[src/hdl/programmable_sound_generator_core_macros.svh]
// ----------------------------------------------------------------------------
// Assertion macros for the programmable sound generator
// Concurrent checks on clk_i, disabled while rst_ni is low. They compile
// away when SYNTHESIS is defined.
// ----------------------------------------------------------------------------
`ifndef PROGRAMMABLE_SOUND_GENERATOR_CORE_MACROS_SVH
`define PROGRAMMABLE_SOUND_GENERATOR_CORE_MACROS_SVH

`ifndef SYNTHESIS
// Property that must hold on every edge outside reset
`define PSG_ASSERT(lbl, prop) \
  lbl: assert property (@(posedge clk_i) disable iff (!rst_ni) (prop)) \
    else $error("psg assertion failed");
// Implication checked on every edge outside reset
`define PSG_ASSERT_IMPL(lbl, ante, cons) \
  lbl: assert property (@(posedge clk_i) disable iff (!rst_ni) (ante) |-> (cons)) \
    else $error("psg implication failed");
`else
`define PSG_ASSERT(lbl, prop)
`define PSG_ASSERT_IMPL(lbl, ante, cons)
`endif

`endif

[src/hdl/psg_pkg.sv]
// ----------------------------------------------------------------------------
// psg_pkg
// Shared types, constants and the attenuation table of the sound generator.
// ----------------------------------------------------------------------------
package psg_pkg;

  // Item operation codes
  typedef enum logic [1:0] {
    OP_WRITE = 2'd0,
    OP_TICK  = 2'd1,
    OP_MIX   = 2'd2,
    OP_CHAN  = 2'd3
  } op_e;

  // Configuration register indexes
  localparam int unsigned CFG_IDX_W = 1;
  localparam int unsigned CFG_DATA_W = 4;
  localparam logic [CFG_IDX_W-1:0] CFG_MASTER_ENABLE  = 1'd0;
  localparam logic [CFG_IDX_W-1:0] CFG_CHANNEL_ENABLE = 1'd1;

  localparam int unsigned NUM_CH = 4;
  localparam int unsigned NUM_TONE = 3;
  localparam int unsigned PERIOD_W = 10;
  localparam int unsigned NCOUNT_W = 16;
  localparam logic [1:0] NOISE_CH = 2'd3;
  localparam logic [15:0] NOISE_SEED = 16'h8000;

  // Noise channel control from the byte decoder
  typedef struct packed {
    logic       tick;
    logic       ctrl_write;
    logic [1:0] rate;
    logic       white;
  } noise_ctrl_t;

  // Attenuation table: amplitude per 4-bit volume code (15 is silent)
  function automatic logic [13:0] vol_amp(input logic [3:0] vol);
    logic [13:0] amp;
    case (vol)
      4'd0:    amp = 14'd8191;
      4'd1:    amp = 14'd6507;
      4'd2:    amp = 14'd5168;
      4'd3:    amp = 14'd4105;
      4'd4:    amp = 14'd3261;
      4'd5:    amp = 14'd2590;
      4'd6:    amp = 14'd2057;
      4'd7:    amp = 14'd1642;
      4'd8:    amp = 14'd1298;
      4'd9:    amp = 14'd1031;
      4'd10:   amp = 14'd819;
      4'd11:   amp = 14'd650;
      4'd12:   amp = 14'd516;
      4'd13:   amp = 14'd410;
      4'd14:   amp = 14'd326;
      default: amp = 14'd0;
    endcase
    return amp;
  endfunction

  // Signed channel output: +amp for high polarity, -amp for low
  function automatic logic signed [15:0] chan_value(input logic [3:0] vol,
                                                   input logic pol);
    logic signed [15:0] amp;
    amp = signed'({2'b00, vol_amp(vol)});
    return pol ? amp : -amp;
  endfunction

endpackage

[src/hdl/psg_noise.sv]
// ----------------------------------------------------------------------------
// psg_noise
// Noise voice: rate counter, phase divider and 16-bit shift register.
// ----------------------------------------------------------------------------
module psg_noise (
  input  logic                clk_i,
  input  logic                rst_ni,
  input  psg_pkg::noise_ctrl_t ctrl_i,
  input  logic [9:0]          tone2_period_i,
  output logic                polarity_o
);
  import psg_pkg::*;

  logic [NCOUNT_W-1:0] count_q, count_d;
  logic                phase_q, phase_d;
  logic [15:0]         shifter_q, shifter_d;
  logic [1:0]          rate_q, rate_d;
  logic                white_q, white_d;
  logic                pol_q, pol_d;
  logic [NCOUNT_W-1:0] reload;
  logic [NCOUNT_W-1:0] sum;
  logic                fb;

  // Reload value for the selected rate
  always_comb begin
    case (rate_q)
      2'd0:    reload = NCOUNT_W'(16);
      2'd1:    reload = NCOUNT_W'(32);
      2'd2:    reload = NCOUNT_W'(64);
      default: reload = {2'b00, tone2_period_i, 4'b0000};
    endcase
  end

  assign sum = count_q + reload;
  assign fb  = white_q ? (shifter_q[0] ^ shifter_q[3]) : shifter_q[0];

  // Counter, phase and shifter update
  always_comb begin
    count_d   = count_q;
    phase_d   = phase_q;
    shifter_d = shifter_q;
    rate_d    = rate_q;
    white_d   = white_q;
    pol_d     = pol_q;
    if (ctrl_i.ctrl_write) begin
      rate_d    = ctrl_i.rate;
      white_d   = ctrl_i.white;
      shifter_d = NOISE_SEED;
    end else if (ctrl_i.tick) begin
      if (count_q > NCOUNT_W'(1)) begin
        count_d = count_q - NCOUNT_W'(1);
      end else begin
        // expiry: zero reload holds the counter at zero
        count_d = (sum != '0) ? sum - NCOUNT_W'(1) : '0;
        phase_d = ~phase_q;
        if (!phase_q) begin
          pol_d     = shifter_q[0];
          shifter_d = {fb, shifter_q[15:1]};
        end
      end
    end
  end

  always_ff @(posedge clk_i or negedge rst_ni) begin
    if (!rst_ni) begin
      count_q   <= '0;
      phase_q   <= 1'b0;
      shifter_q <= NOISE_SEED;
      rate_q    <= 2'd0;
      white_q   <= 1'b0;
      pol_q     <= 1'b1;
    end else begin
      count_q   <= count_d;
      phase_q   <= phase_d;
      shifter_q <= shifter_d;
      rate_q    <= rate_d;
      white_q   <= white_d;
      pol_q     <= pol_d;
    end
  end

  assign polarity_o = pol_q;

endmodule

[src/hdl/programmable_sound_generator_core.sv]
// ----------------------------------------------------------------------------
// programmable_sound_generator_core
// Four-voice sound generator: three square tones and one noise voice.
// ----------------------------------------------------------------------------
// Items pass through an input register and are executed from it against the
// voice state, so one item is taken every cycle unless a sample request waits
// on a full, stalled output register. A sample request passes the input
// register, then the output register, and waits there while out_stall_i is
// high; writes and ticks give no output. Throughput is one item per cycle,
// set by the single execute stage that updates the state and the output register together.
module programmable_sound_generator_core (
  input  logic                               clk_i,
  input  logic                               rst_ni,
  input  logic                               cfg_we_i,
  input  logic [psg_pkg::CFG_IDX_W-1:0]      cfg_index_i,
  input  logic [psg_pkg::CFG_DATA_W-1:0]     cfg_data_i,
  input  logic                               in_valid_i,
  output logic                               in_stall_o,
  input  logic [1:0]                         operation_i,
  input  logic [7:0]                         data_byte_i,
  input  logic [1:0]                         channel_i,
  input  logic                               debug_view_i,
  output logic                               out_valid_o,
  input  logic                               out_stall_i,
  output logic signed [15:0]                 sample_o
);
  import psg_pkg::*;

`include "programmable_sound_generator_core_macros.svh"

  // Configuration registers
  logic       master_en_q;
  logic [3:0] chan_en_q;

  always_ff @(posedge clk_i or negedge rst_ni) begin
    if (!rst_ni) begin
      master_en_q <= 1'b1;
      chan_en_q   <= 4'hF;
    end else if (cfg_we_i) begin
      unique case (cfg_index_i)
        CFG_MASTER_ENABLE:  master_en_q <= cfg_data_i[0];
        CFG_CHANNEL_ENABLE: chan_en_q   <= cfg_data_i;
        default: ;
      endcase
    end
  end

  // Input register and handshake
  logic       s1_valid_q;
  op_e        s1_op_q;
  logic [7:0] s1_byte_q;
  logic [1:0] s1_chan_q;
  logic       s1_dbg_q;
  logic       s1_has_result;
  logic       s1_advance;
  logic       out_free;
  logic       in_xfer;
  logic       out_valid_q;
  logic signed [15:0] sample_q;

  assign s1_has_result = (s1_op_q == OP_MIX) || (s1_op_q == OP_CHAN);
  assign out_free      = !out_valid_q || !out_stall_i;
  assign s1_advance    = s1_valid_q && (!s1_has_result || out_free);
  assign in_stall_o    = s1_valid_q && !s1_advance;
  assign in_xfer       = in_valid_i && !in_stall_o;

  always_ff @(posedge clk_i or negedge rst_ni) begin
    if (!rst_ni) begin
      s1_valid_q <= 1'b0;
    end else if (in_xfer) begin
      s1_valid_q <= 1'b1;
    end else if (s1_advance) begin
      s1_valid_q <= 1'b0;
    end
  end

  always_ff @(posedge clk_i) begin
    if (in_xfer) begin
      s1_op_q   <= op_e'(operation_i);
      s1_byte_q <= data_byte_i;
      s1_chan_q <= channel_i;
      s1_dbg_q  <= debug_view_i;
    end
  end

  // Voice state
  logic [3:0]          vol_q [NUM_CH];
  logic [3:0]          vol_d [NUM_CH];
  logic [PERIOD_W-1:0] period_q [NUM_TONE];
  logic [PERIOD_W-1:0] period_d [NUM_TONE];
  logic [PERIOD_W-1:0] count_q [NUM_TONE];
  logic [PERIOD_W-1:0] count_d [NUM_TONE];
  logic [NUM_TONE-1:0] tpol_q, tpol_d;
  logic [1:0]          lat_tgt_q, lat_tgt_d;
  logic                lat_vol_q, lat_vol_d;
  noise_ctrl_t         noise_ctrl;
  logic                noise_pol;

  logic       do_write;
  logic       do_tick;
  logic       is_latch;
  logic [1:0] tgt;
  logic       tgt_vol;
  logic [PERIOD_W-1:0] dec;

  assign do_write = s1_advance && (s1_op_q == OP_WRITE);
  assign do_tick  = s1_advance && (s1_op_q == OP_TICK);
  assign is_latch = s1_byte_q[7];
  assign tgt      = is_latch ? s1_byte_q[6:5] : lat_tgt_q;
  assign tgt_vol  = is_latch ? s1_byte_q[4] : lat_vol_q;

  // Byte decode and tone counters
  always_comb begin
    lat_tgt_d  = lat_tgt_q;
    lat_vol_d  = lat_vol_q;
    vol_d      = vol_q;
    period_d   = period_q;
    count_d    = count_q;
    tpol_d     = tpol_q;
    dec        = '0;
    noise_ctrl = '{tick: do_tick, ctrl_write: 1'b0,
                   rate: s1_byte_q[1:0], white: s1_byte_q[2]};
    if (do_write) begin
      if (is_latch) begin
        lat_tgt_d = s1_byte_q[6:5];
        lat_vol_d = s1_byte_q[4];
      end
      if (tgt_vol) begin
        vol_d[tgt] = s1_byte_q[3:0];
      end else if (tgt == NOISE_CH) begin
        noise_ctrl.ctrl_write = 1'b1;
      end else begin
        for (int i = 0; i < NUM_TONE; i++) begin
          if (tgt == 2'(i)) begin
            if (is_latch) begin
              period_d[i] = {period_q[i][9:4], s1_byte_q[3:0]};
            end else begin
              period_d[i] = {s1_byte_q[5:0], period_q[i][3:0]};
            end
          end
        end
      end
    end
    if (do_tick) begin
      for (int i = 0; i < NUM_TONE; i++) begin
        dec = (count_q[i] != '0) ? count_q[i] - PERIOD_W'(1) : '0;
        if (dec == '0) begin
          count_d[i] = period_q[i];
          tpol_d[i]  = ~tpol_q[i];
        end else begin
          count_d[i] = dec;
        end
      end
    end
  end

  always_ff @(posedge clk_i or negedge rst_ni) begin
    if (!rst_ni) begin
      for (int i = 0; i < NUM_CH; i++) begin
        vol_q[i] <= 4'hF;
      end
      for (int i = 0; i < NUM_TONE; i++) begin
        period_q[i] <= '0;
        count_q[i]  <= '0;
      end
      tpol_q    <= '1;
      lat_tgt_q <= 2'd0;
      lat_vol_q <= 1'b0;
    end else begin
      vol_q     <= vol_d;
      period_q  <= period_d;
      count_q   <= count_d;
      tpol_q    <= tpol_d;
      lat_tgt_q <= lat_tgt_d;
      lat_vol_q <= lat_vol_d;
    end
  end

  psg_noise u_noise (
    .clk_i          (clk_i),
    .rst_ni         (rst_ni),
    .ctrl_i         (noise_ctrl),
    .tone2_period_i (period_q[2]),
    .polarity_o     (noise_pol)
  );

  // Sample computation
  logic [NUM_CH-1:0]  pol_all;
  logic signed [15:0] cval [NUM_CH];
  logic signed [15:0] mix_sum;
  logic signed [15:0] result;

  assign pol_all = {noise_pol, tpol_q};

  always_comb begin
    for (int i = 0; i < NUM_CH; i++) begin
      cval[i] = chan_value(vol_q[i], pol_all[i]);
    end
    mix_sum = '0;
    for (int i = 0; i < NUM_CH; i++) begin
      if (chan_en_q[i]) begin
        mix_sum = mix_sum + cval[i];
      end
    end
    if (s1_op_q == OP_CHAN) begin
      result = cval[s1_chan_q];
    end else if (master_en_q || s1_dbg_q) begin
      result = mix_sum;
    end else begin
      result = '0;
    end
  end

  // Output register
  always_ff @(posedge clk_i or negedge rst_ni) begin
    if (!rst_ni) begin
      out_valid_q <= 1'b0;
    end else if (s1_advance && s1_has_result) begin
      out_valid_q <= 1'b1;
    end else if (!out_stall_i) begin
      out_valid_q <= 1'b0;
    end
  end

  always_ff @(posedge clk_i) begin
    if (s1_advance && s1_has_result) begin
      sample_q <= result;
    end
  end

  assign out_valid_o = out_valid_q;
  assign sample_o    = sample_q;

  // Checks
  `PSG_ASSERT_IMPL(a_stall_needs_item, in_stall_o, s1_valid_q)
  `PSG_ASSERT_IMPL(a_out_from_request, $rose(out_valid_q), $past(s1_advance && s1_has_result))
  `PSG_ASSERT_IMPL(a_no_result_op, s1_advance && !s1_has_result, ##1 (out_valid_q == $past(out_valid_q && out_stall_i)))

endmodule

[config.mk]
export PLATFORM = sky130hd
export DESIGN_NAME = programmable_sound_generator_core
export DESIGN_NICKNAME = d
export VERILOG_FILES = /design/src/hdl/psg_pkg.sv /design/src/hdl/psg_noise.sv /design/src/hdl/programmable_sound_generator_core.sv
export VERILOG_INCLUDE_DIRS = /design/src /design/src/hdl
export SDC_FILE = /design/constraint.sdc
export NUM_CORES = 1
export LEC_CHECK = 0
export BUFFER_PORTS_ARGS = -buffer_cell sky130_fd_sc_hd__buf_2
export CAP_MARGIN = 20
export CORE_MARGIN = 3
export CORE_UTILIZATION = 35
export DETAILED_ROUTE_END_ITERATION = 16
export GPL_ROUTABILITY_DRIVEN = 0
export SYNTH_ARGS = -nofsm -noshare
export SYNTH_HDL_FRONTEND = slang
export SYNTH_SLANG_ARGS = --single-unit
export TNS_END_PERCENT = 100
[constraint.sdc]
create_clock -name clk_i -period 9.7 [get_ports clk_i]
set_clock_uncertainty 0.15 [all_clocks]
set_input_delay 1.94 -clock clk_i [delete_from_list [all_inputs] [get_ports clk_i]]
set_output_delay 1.94 -clock clk_i [all_outputs]
set_load 0.005 [all_outputs]
; ---- After elaboration in Yosys (flattened, before gate mapping)
; Memories as Yosys holds them, arrays and structs flattened.
; Index checks and enable logic that the tools add are counted.
[totals]
in_bits = 23
wordCells = 161
rom_bits = 832
ff_bits = 155
memories = 4
out_inout_bits = 18
[op_classes]
addsub = 13
eq_ne = 11
muxes = 39
bitwise = 13
magnitude_cmp = 4
reduce_logical = 44
[memory_table]
columns = name, depth, width, read_ports, rd_ports_with_merged_regs, write_ports, line_no
row1 = (name not given), 16, 13, 1, 0, 0, psg_pkg.sv:39  ; case (vol)
row2 = (name not given), 16, 13, 1, 0, 0, psg_pkg.sv:39
row3 = (name not given), 16, 13, 1, 0, 0, psg_pkg.sv:39
row4 = (name not given), 16, 13, 1, 0, 0, psg_pkg.sv:39
[ops]
columns = operator, n
row1 = 2-to-1 mux 16 bit, 18
row2 = negator 14 -> 16 bit, 4
row3 = 2-to-1 mux 10 bit, 6
row4 = adder 16 bit, 3
row5 = case mux 14 bit (3 select lines), 1
row6 = binary-select mux 16 bit (select 2 bit), 1
row7 = "subtractor 16 x 1 -> 16 bit, second input constant", 2
row8 = zero test 10 bit, 3
row9 = AND reduction 5 bit, 6
row10 = nonzero test 10 bit, 3
row11 = "subtractor 10 x 1 -> 10 bit, second input constant", 3
row12 = adder 16 x 14 -> 16 bit, 1
row13 = bitwise mux 16 bit, 1
row14 = "greater-than comparator 16 x 1 -> 1 bit, second input constant", 1
row15 = nonzero test 16 bit, 1
row16 = AND reduction 2 bit, 7
row17 = "equality test 2 bit, second input constant", 5
row18 = NOT 1 bit, 10
row19 = 2-to-1 mux 1 bit, 9
row20 = demux 4 bit (select 2 bit), 1
row21 = logical AND 1 bit, 7
row22 = "equality test 2 x 1 -> 1 bit, second input constant", 3
row23 = "greater-or-equal comparator 3 bit, second input constant", 2
row24 = zero test 2 bit, 3
row25 = 12 further kinds, 23

; ---- Depth between registers and ports, before layout
; Gate-level depths: netlist (run 1).
; An unclocked memory read counts as a cell.
[logic_depth]
word_depth = 12
ltp_mapped = 42

; ---- Modules after synthesis
; Synthesis (run 1) repeated with hierarchy kept, for this count alone.
[unflattened]
hier_cells = 1602
area_unflattened_um2 = 14059.7
[by_module_without_submodules]
columns = module, cells_per_inst, area_each_um2, seq_area_each_um2, instances
row1 = programmable_sound_generator_core, 1300, 11323.4, 3128.0, 1
row2 = psg_noise, 302, 2736.4, 928.4, 1

; ---- Least setup slack after synthesis (run 1)
; Ideal clock, no wire load.
[synth_timing]
path_type = register to register
startpoint = register vol_q[8] in the netlist's numbering
endpoint = register sample_q[15], in the netlist sample_o[15], data pin
setup_ps = 180
n_path_buf = 0
path_stages_with_launch = 37
t_arrival_ps = 7262
path_slack_ps = 2107
path_cell_list = dfstp_2 -> inv_1 -> ha_1 -> mux2_4 -> mux2_4 -> clkinv_2 -> ha_1 -> a21oi_1 -> inv_1 -> ha_1 -> a21o_1 -> a21oi_1 -> nand2b_1 -> a21oi_1 -> nor4_2 -> nand2_1 -> xnor2_1 -> or2_2 -> xnor2_1 -> ha_1 -> a2111o_1 -> and2_1 -> a21o_1 -> a21oi_1 -> xnor2_1 -> mux2_2 -> ha_1 -> or2_2 -> a21oi_1 -> a31oi_1 -> a211oi_1 -> o21bai_1 -> xnor2_1 -> nand2_1 -> xnor2_1 -> mux4_2 -> o311ai_1
[synth_between]
elab_chain_len = 11
word_cells_on_any_way = 14
[synth_rtl]
columns = item, line_no
row1 = start: declaration, programmable_sound_generator_core.sv:87  ; logic [3:0] vol_q [NUM_CH];
row2 = start signal: assignment, programmable_sound_generator_core.sv:170  ; vol_q <= vol_d;
row3 = memory read (16 x 13 bit) *, --
row4 = negator 14 -> 16 bit, psg_pkg.sv:65  ; return pol ? amp : -amp;
row5 = 2-to-1 mux 16 bit *, psg_pkg.sv:65
row6 = adder 16 bit, programmable_sound_generator_core.sv:202  ; mix_sum = mix_sum + cval[i];
row7 = 2-to-1 mux 16 bit, programmable_sound_generator_core.sv:201  ; if (chan_en_q[i]) begin
row8 = adder 16 bit, programmable_sound_generator_core.sv:202
row9 = 2-to-1 mux 16 bit, programmable_sound_generator_core.sv:201
row10 = adder 16 bit, programmable_sound_generator_core.sv:202
row11 = 2-to-1 mux 16 bit, programmable_sound_generator_core.sv:201
row12 = 2-to-1 mux 16 bit, programmable_sound_generator_core.sv:207  ; end else if (master_en_q || s1_dbg_q) begin
row13 = 2-to-1 mux 16 bit *, programmable_sound_generator_core.sv:205  ; if (s1_op_q == OP_CHAN) begin
row14 = named net result[15], programmable_sound_generator_core.sv:191  ; logic signed [15:0] result;
row15 = end signal: assignment, programmable_sound_generator_core.sv:227  ; sample_q <= result;
row16 = end: declaration, programmable_sound_generator_core.sv:59  ; logic signed [15:0] sample_q;
; Mark *: on every way through the listed nets, which the timed path passes. The rest lies on a longest branch. The select of a mux whose other input is x is not followed.
; A chain may end at the register's enable or synchronous reset.

; ---- Worst setup path in the final report (run 1)
; Same ends and word-level chain as after synthesis.

==> results of run 1 <==
## routing by layer
layer  GRT usage  share of wire
met1       0.236           0.47
met2       0.289           0.47
met3      0.0275          0.035
met4      0.0556          0.019
met5           0              0
## synthesized netlist by cell type (all sizes together), types with 7 or more instances
cell / n
mux2i: 26
xor2: 40
nor3: 46
buf: 9
a31oi: 19
nand2: 157
o21bai: 7
xnor2: 64
mux2: 67
or3: 10
nor4: 12
nand3: 18
a211oi: 17
or2: 10
nand2b: 23
a21o: 25
o22ai: 9
and3: 18
o21a: 9
edfxtp: 29
nand4: 8
inv: 80
dfrtp: 100
o31ai: 11
a21oi: 121
nor2b: 21
o21ai: 165
clkbuf: 58
a21boi: 7
and2: 18
a22oi: 8
mux4: 10
dfstp: 26
ha: 78
nor2: 140
## logic make-up (layout without fill, tap and decap cells)
kind of cell	Yosys count	in the layout	share of synthesized area
multiplexers	103	103	0.0969
XOR/XNOR	104	104	0.0708
buffers and inverters	149	165	0.0441
AO/OA/AOI/OAI	449	449	0.212
adder cells (fa/ha/maj)	85	85	0.0831
flip-flops	155	155	0.310
AND/OR/NAND/NOR	501	501	0.184
## cell type report
class                           count  area share
Clock buffer                       17      0.0298
Tap cell                          468      0.0410
Clock inverter                     15     0.00956
Multi-Input combinational cell   1242       0.593
Inverter                           82      0.0217
Sequential cell                   155       0.284
Timing Repair Buffer               51      0.0206
## registers in the layout, summed over array words and instances (netlist names), 2 cells and up
register,count
chan_en_q,4
count_q,30
lat_tgt_q,2
period_q,30
s1_byte_q,8
s1_chan_q,2
s1_op_q,2
sample_o,16
tpol_q,3
u_noise.count_q,16
u_noise.rate_q,2
u_noise.shifter_q,16
vol_q,16
## worst max path at each step
stage          slack (ps)      from            to
2_1_floorplan        2110  vol_q[8]  sample_o[15]
3_3_place_gp         1620  vol_q[8]  sample_o[15]
3_5_place_dp         1360  vol_q[8]  sample_o[15]
4_1_cts              1300  vol_q[8]  sample_o[15]
5_1_grt               610  vol_q[8]  sample_o[15]
6_report             1260  vol_q[8]  sample_o[15]
## per-stage QoR
stage	worst slack, ps	util	hold WS [ps]	cells	instance area (sq um)
after floorplan	2110	-	300	1546	13100
after global placement	1620	0.373	311	1996	13700
after detailed placement	1360	0.373	313	1997	13700
after CTS	1300	0.389	333	2029	14300
after global routing	607	0.389	357	2030	14300
final	1260	0.389	330	2030	14300
## worst max-delay path, delay by kind of cell (launching register included)
kind,cells,cell delay (ps)
and+or+nand+nor,7,1460
xor gates and xnor gates,5,730
adders and majority gates,5,1450
buffers and inverters,3,310
AOI/OAI and AO/OA,12,2320
DFF,1,640
muxes,4,1180
## cells in the final DEF, fill, tap and decap left out, types with 26 or more instances in the layout
cell type / Yosys / layout
xnor2_1: 63 / 63
buf_2: 7 / 39
inv_1: 80 / 80
mux2_2: 62 / 62
dfstp_2: 26 / 26
dfrtp_1: 100 / 100
o21ai_0: 160 / 160
edfxtp_1: 29 / 29
nor2_1: 139 / 139
a21oi_1: 120 / 119
ha_1: 78 / 78
nand2_1: 157 / 157
nor3_1: 44 / 43
xor2_1: 39 / 39
==> flow_summary.ini, run 1 <==
[die]
start_util = 0.357
die-area_sq_mm = 0.0397
die_w_um = 199
die_height_um = 199
ios = 41
rows = 70
core_sq_mm = 0.0367

[setup_path]
required_ps = 9820
cp_slowest_cell = dfstp_2
r2r_start = vol_q[8]
crit_fanout = 10
endpoint_kind = flop
start_kind = flop
r2r-end = sample_o[15]
cpPeakStageDelay_ps = 640
path_class = flop to flop
r2r_slack_ps = 1260
reg2reg_depth = 36
cp.arrival_ps = 8570

[clocking]
cts.clk_slew.worst_paths_ps = 80
hold_buffers = 0
numClockSinks = 155
post_cts_buffers = 0
cts_buffer_depth = 2
post_cts_resize_count = 0
root_buffer = clkbuf_16
worst_skew_pair.late_latency_ps = 460
cts-buffers-inserted = 17
htree_levels = 4
cts_tree = done

[timing]
fin_tns_setup_ps = 0
max_slew_margin = 0.276
rsz0062_at_grt = false
slew_viol_final = 0
worst_pin_slew_ps = 1080
period_share = 0.871
max_freq_mhz = 118
post-route-min-period_ps = 8440
hold_violations = 0
setup_viol = 0

[drt]
wl_um = 34300
drt-initial-drc-count = 821
wire_per_inst_um = 16.9
vias = 11200
ant_nets = 0
vias_per_cell = 5.53
route.detailed.drc = 0
first_pass_iters = 7

[global_route]
grt_pass1_wl_um = 55700
grt_antenna_before_repair = 0
grt_overflow = 0
track_usage = 0.175
grt_max_degree = 71
grt_pass1_vias = 10800

[synth]
synth_cell_types = 94
yosysWarnings = 0
async_flop_share = 0.813
synth_fp_nets = 1651
synth-main-ff-cell = dfrtp_1
ys_seq_area_frac = 0.310
synth_top_cell_by_area = dfrtp_1
synth_area_leaders = dfrtp_1, ha_1, edfxtp_1
synth_edf_count = 29
avgSynthCellArea_sq_um = 8.46
syn_area_sq_mm = 0.0131
netlist_instances = 1546
netlist.area_leader.share = 0.191
ys_ff_latch = 155

[place]
portBuffers = 40
hpwlAfterDp_um = 25400

[final_layout]
nets = 1654
drive_gt1_frac = 0.141
seq_area_sq_mm = 0.00406
multi_input_area_sq_mm = 0.00846
antennaDiodeCount = 0
syn2layout_area_growth_pct = 9.04
fillCellCount = 3671

[run]
cap_violations = 0

[outcome]
status = finished, final reports clean

[worst_hold_path]
hold_depth = 2
hold_end = u_noise.shifter_q[3]
hp-class = flop to flop
min-delay-start = u_noise.shifter_q[4]
Power of run 1 is left out: the tool's default activity adds up to more than one toggle a clock period on the data nets, which glitch-free logic cannot reach.
==> inputs of run 2 (changes only) <==
Settings changed: CORE_UTILIZATION 35 to 55, PLACE_DENSITY set to 0.75.
Clock period 9.7 ns to 7.35 ns, I/O delays scaled along.
==> flow_summary.ini, run 2 (synthesized netlist as in run 1, its figures left out) <==
[clocking]
cts_tree = done
numClockSinks = 155
cts_buffer_depth = 2
cts-buffers-inserted = 17
htree_levels = 4
hold_buffers = 0
worst_skew_pair.late_latency_ps = 440
cts.clk_slew.worst_paths_ps = 80
root_buffer = clkbuf_16

[final_layout]
layout_common_cells = nand2_1, o21ai_0, nor2_1
finalInstanceArea_sq_mm = 0.0149
final_common_cell = nand2_1
nets = 1713
drive_gt1_frac = 0.203
top_regs = count_q: 30 flops, period_q: 30 flops
instances_no_fill = 1934
fin_util = 0.647
syn2layout_area_growth_pct = 13.7
antennaDiodeCount = 0

[drt]
wl_um = 35000
vias = 11900
vias_per_cell = 6.15
first_pass_iters = 6
drt-initial-drc-count = 1103
wire_per_inst_um = 18.1
ant_nets = 0
route.detailed.drc = 0

[timing]
max_slew_margin = 0.385
slew_viol_final = 0
period_share = 1.03
post-route-min-period_ps = 7550
hold_violations = 0
setup_viol = 2
max_freq_mhz = 132
rsz0062_at_grt = true
worst_pin_slew_ps = 915
layout_setup_ws_ps = -200

[setup_path]
cp.arrival_ps = 7670
endpoint_kind = flop
r2r-end = sample_o[15]
required_ps = 7470
worstSetupStartpoint = vol_q[9]
r2r_slack_ps = -200
r2r_start = vol_q[9]
crit_fanout = 3
reg2reg_depth = 36
start_kind = flop
cp_slowest_cell = dfstp_2
cpPeakStageDelay_ps = 540
path_class = flop to flop

[die]
start_util = 0.569
die_w_um = 160
rows = 55
core_sq_mm = 0.0230
die-area_sq_mm = 0.0257
ios = 41
die_height_um = 160

[worst_hold_path]
hold_depth = 2
min-delay-start = u_noise.shifter_q[10]
hold_end = u_noise.shifter_q[9]
hp-class = flop to flop

[place]
post-place-ws_ps = -199
hpwlAfterDp_um = 24300
place_inst = 1875
portBuffers = 40
dpl_cell_area_sq_mm = 0.0138

[outcome]
status = finished, violations left
violations = negative setup slack

[global_route]
grt_pass1_vias = 11300
grt_pass1_wl_um = 55900
track_usage = 0.263
grt_overflow = 0
grt_antenna_before_repair = 0
grt_max_degree = 65

[run]
cap_violations = 0
## run 2: cell types whose count changed in the layout (fill, tap and decap cells not counted), sizes merged
cell,delta
buf,+60
clkinv,+1
clkbuf,-1
inv,+2
bufinv,-1
clkinvlp,-2
## run 2: worst max path at each step
stage / end / cells after the start
6_report: sample_o[15] / 36
2_1_floorplan: sample_o[15] / 36
3_5_place_dp: sample_o[15] / 39
3_3_place_gp: sample_o[15] / 39
5_1_grt: sample_o[15] / 36
4_1_cts: sample_o[15] / 39
## run 2: what timing repair did
| item | CTS | global route |
|---|---|---|
| endpoints found under the setup margin | 2 | 3 |
| pin swaps | 24 | 37 |
| cloned | 0 | 0 |
| setup buffers | 13 | 14 |
| gates resized for setup | 15 | 47 |
## run 2: metal layers
layer / up-vias / GRT usage / routed length, um
li1: 5665 / - / -
met1: 5690 / 0.349 / 15300
met2: 446 / 0.433 / 16400
met3: 97 / 0.0384 / 2160
met4: 0 / 0.107 / 1200
met5: - / 0 / 0
## run 2: metrics by stage
step	setup TNS, ps	hold WS, ps
4_1_cts	0	342
3_3_place_gp	0	310
5_1_grt	-1000	364
6_report	-314	330
2_1_floorplan	0	300
3_5_place_dp	-199	318
## run 2: final cells by class
| type | count | area [sq um] |
|---|---|---|
| multi-input cells | 1242 | 8790 |
| fillers | 1884 | 8110 |
| flip-flops and latches | 155 | 4060 |
| repair buffers | 110 | 732 |
| clock buffers | 17 | 425 |
| well taps | 313 | 392 |
| inverters | 82 | 313 |
| clock inverters | 15 | 165 |
## run 2: critical path: cells and delay by family, from the launching register on
kind                       cells  cell delay, ps
DFF                            1             540
muxes                          4            1170
and+or+nand+nor                8            1440
AOI/OAI and AO/OA             10            1600
buffers and inverters          3             290
xor gates and xnor gates       6            1100
adders and majority gates      5            1100
Power of run 2 is left out for the same reason.
==> inputs of run 3 (changes only) <==
Settings changed: SYNTH_HIERARCHICAL set to 1.
==> flow_summary.ini, run 3 <==
[setup_path]
worstSetupStartpoint = vol_q[11]
reg2reg_depth = 35
cp.arrival_ps = 7560
crit_end = sample_o[15]
required_ps = 7460
cpPeakStageDelay_ps = 560
start_kind = flop
crit_top_cell = buf_4
cp_slowest_cell = dfstp_2
r2r_slack_ps = -100
path_class = flop to flop
r2r_start = vol_q[11]
crit_fanout = 11
endpoint_kind = flop
r2r-end = sample_o[15]

[place]
place_inst = 1958
hpwlAfterDp_um = 27400
dpl_cell_area_sq_mm = 0.0147
portBuffers = 40

[final_layout]
top_regs = count_q: 30 flops, period_q: 30 flops
drive_gt1_frac = 0.241
fin_util = 0.650
instances_no_fill = 2037
antennaDiodeCount = 0
syn2layout_area_growth_pct = 14.4
finalInstanceArea_sq_mm = 0.0161
final_common_cell = nor2_1
layout_common_cells = nor2_1, nand2_1, o21ai_0
nets = 1805

[clocking]
cts_buffer_depth = 2
htree_levels = 4
cts_tree = done
root_buffer = clkbuf_16
worst_skew_pair.late_latency_ps = 440
cts.clk_slew.worst_paths_ps = 80
hold_buffers = 0
cts-buffers-inserted = 17
numClockSinks = 155

[drt]
route.detailed.drc = 0
vias_per_cell = 6.45
wire_per_inst_um = 19.6
wl_um = 39900
first_pass_iters = 6
drt-initial-drc-count = 1312
vias = 13100
ant_nets = 0

[outcome]
violations = negative setup slack
status = finished, violations left

[timing]
layout_setup_ws_ps = -99.3
post-route-min-period_ps = 7450
period_share = 1.01
worst_pin_slew_ps = 1000
slew_viol_final = 0
rsz0062_at_grt = true
setup_viol = 1
hold_violations = 0
max_freq_mhz = 134
max_slew_margin = 0.325

[synth]
synth_edf_count = 29
netlist_instances = 1602
synth_area_leaders = dfrtp_1, ha_1, edfxtp_1
synth_cell_types = 117
yosysWarnings = 6
ys_ff_latch = 155
synth_top_cell_by_area = dfrtp_1
ys_seq_area_frac = 0.289
synth-main-ff-cell = dfrtp_1
netlist.area_leader.share = 0.178
synthTopCellsByCount = nor2_1, nand2_1, o21ai_0
async_flop_share = 0.813
synth_most_common_cell = nor2_1
synth_fp_nets = 1707
syn_area_sq_mm = 0.0141
avgSynthCellArea_sq_um = 8.78

[worst_hold_path]
hold_depth = 2
hp-class = flop to flop

[die]
rows = 57
die-area_sq_mm = 0.0275
die_w_um = 166
core_sq_mm = 0.0247
ios = 41
die_height_um = 166
start_util = 0.568

[global_route]
grt_pass1_wl_um = 63100
grt_pass1_vias = 12600
grt_overflow = 0
track_usage = 0.275
grt_max_degree = 68
grt_antenna_before_repair = 0

[run]
cap_violations = 0
-- run 3: cell types whose count changed in the layout (fill, tap and decap cells not counted), sizes merged, moves of 8 or more --
| cell | delta |
|---|---|
| inv | -10 |
| a41oi | +8 |
| buf | +41 |
| nor2 | +11 |
| nand3 | +9 |
| a22o | +20 |
| o21ai | -34 |
| nand2 | -22 |
-- run 3: layer usage --
| metal | track usage | routed length (um) | up-vias |
|---|---|---|---|
| li1 | - | - | 6082 |
| met2 | 0.452 | 18700 | 624 |
| met3 | 0.0471 | 2840 | 169 |
| met5 | 0 | 0 | - |
| met4 | 0.134 | 2020 | 0 |
| met1 | 0.353 | 16300 | 6260 |
-- run 3: worst min path at each step --
stage,from,endpoint,slack (ps)
2_1_floorplan,s1_byte_q[1],u_noise/rate_q[1],300
3_3_place_gp,u_noise/shifter_q[15],u_noise/shifter_q[15],320
3_5_place_dp,u_noise/shifter_q[15],u_noise/shifter_q[15],330
4_1_cts,u_noise/shifter_q[15],u_noise/shifter_q[15],340
5_1_grt,u_noise/shifter_q[6],u_noise/shifter_q[5],370
6_report,u_noise/shifter_q[15],u_noise/shifter_q[15],340
-- run 3: area by class of cell --
| cell class | instances | area [sq um] |
|---|---|---|
| clock buffers | 17 | 425 |
| clock inverters | 15 | 191 |
| fillers | 1983 | 8660 |
| inverters | 74 | 280 |
| multi-input cells | 1301 | 9690 |
| flip-flops and latches | 155 | 4060 |
| well taps | 324 | 405 |
| repair buffers | 151 | 1040 |
-- run 3: logic make-up (layout without fill, tap and decap cells) --
kind of cell | after synthesis | after routing | synth area share
AOI/OAI and AO/OA | 479 | 479 | 0.232
xor gates and xnor gates | 109 | 109 | 0.0695
adders and majority gates | 84 | 84 | 0.0765
buffers and inverters | 146 | 257 | 0.0492
DFF | 155 | 155 | 0.289
muxes | 105 | 105 | 0.0950
and+or+nand+nor | 524 | 524 | 0.189
-- run 3: per-stage QoR --
stage | hold slack (ps) | setup TNS [ps] | worst slack [ps]
floorplan | 303 | 0 | 63.7
global placement | 321 | -40.1 | -40.1
detailed placement | 329 | -393 | -348
CTS | 340 | 0 | 7.09
global route | 368 | -580 | -391
finish | 339 | -99.3 | -99.3
-- run 3: worst max-delay path: cells and delay by family (launching register included) --
kind | cells | cell delay [ps]
XOR/XNOR | 5 | 1080
flip-flops | 1 | 560
AND/OR/NAND/NOR | 8 | 1120
multiplexers | 3 | 890
adder cells (fa/ha/maj) | 3 | 710
AO/OA/AOI/OAI | 11 | 1920
buffers and inverters | 5 | 800
-- run 3: timing repair --
action,4_1_cts,5_1_grt
endpoints found under the setup margin,2,4
cloned,0,0
gates resized for setup,16,63
hold endpoints to repair,0,0
pin swaps,10,33
buffers inserted,43,8
Power of run 3 is left out for the same reason.
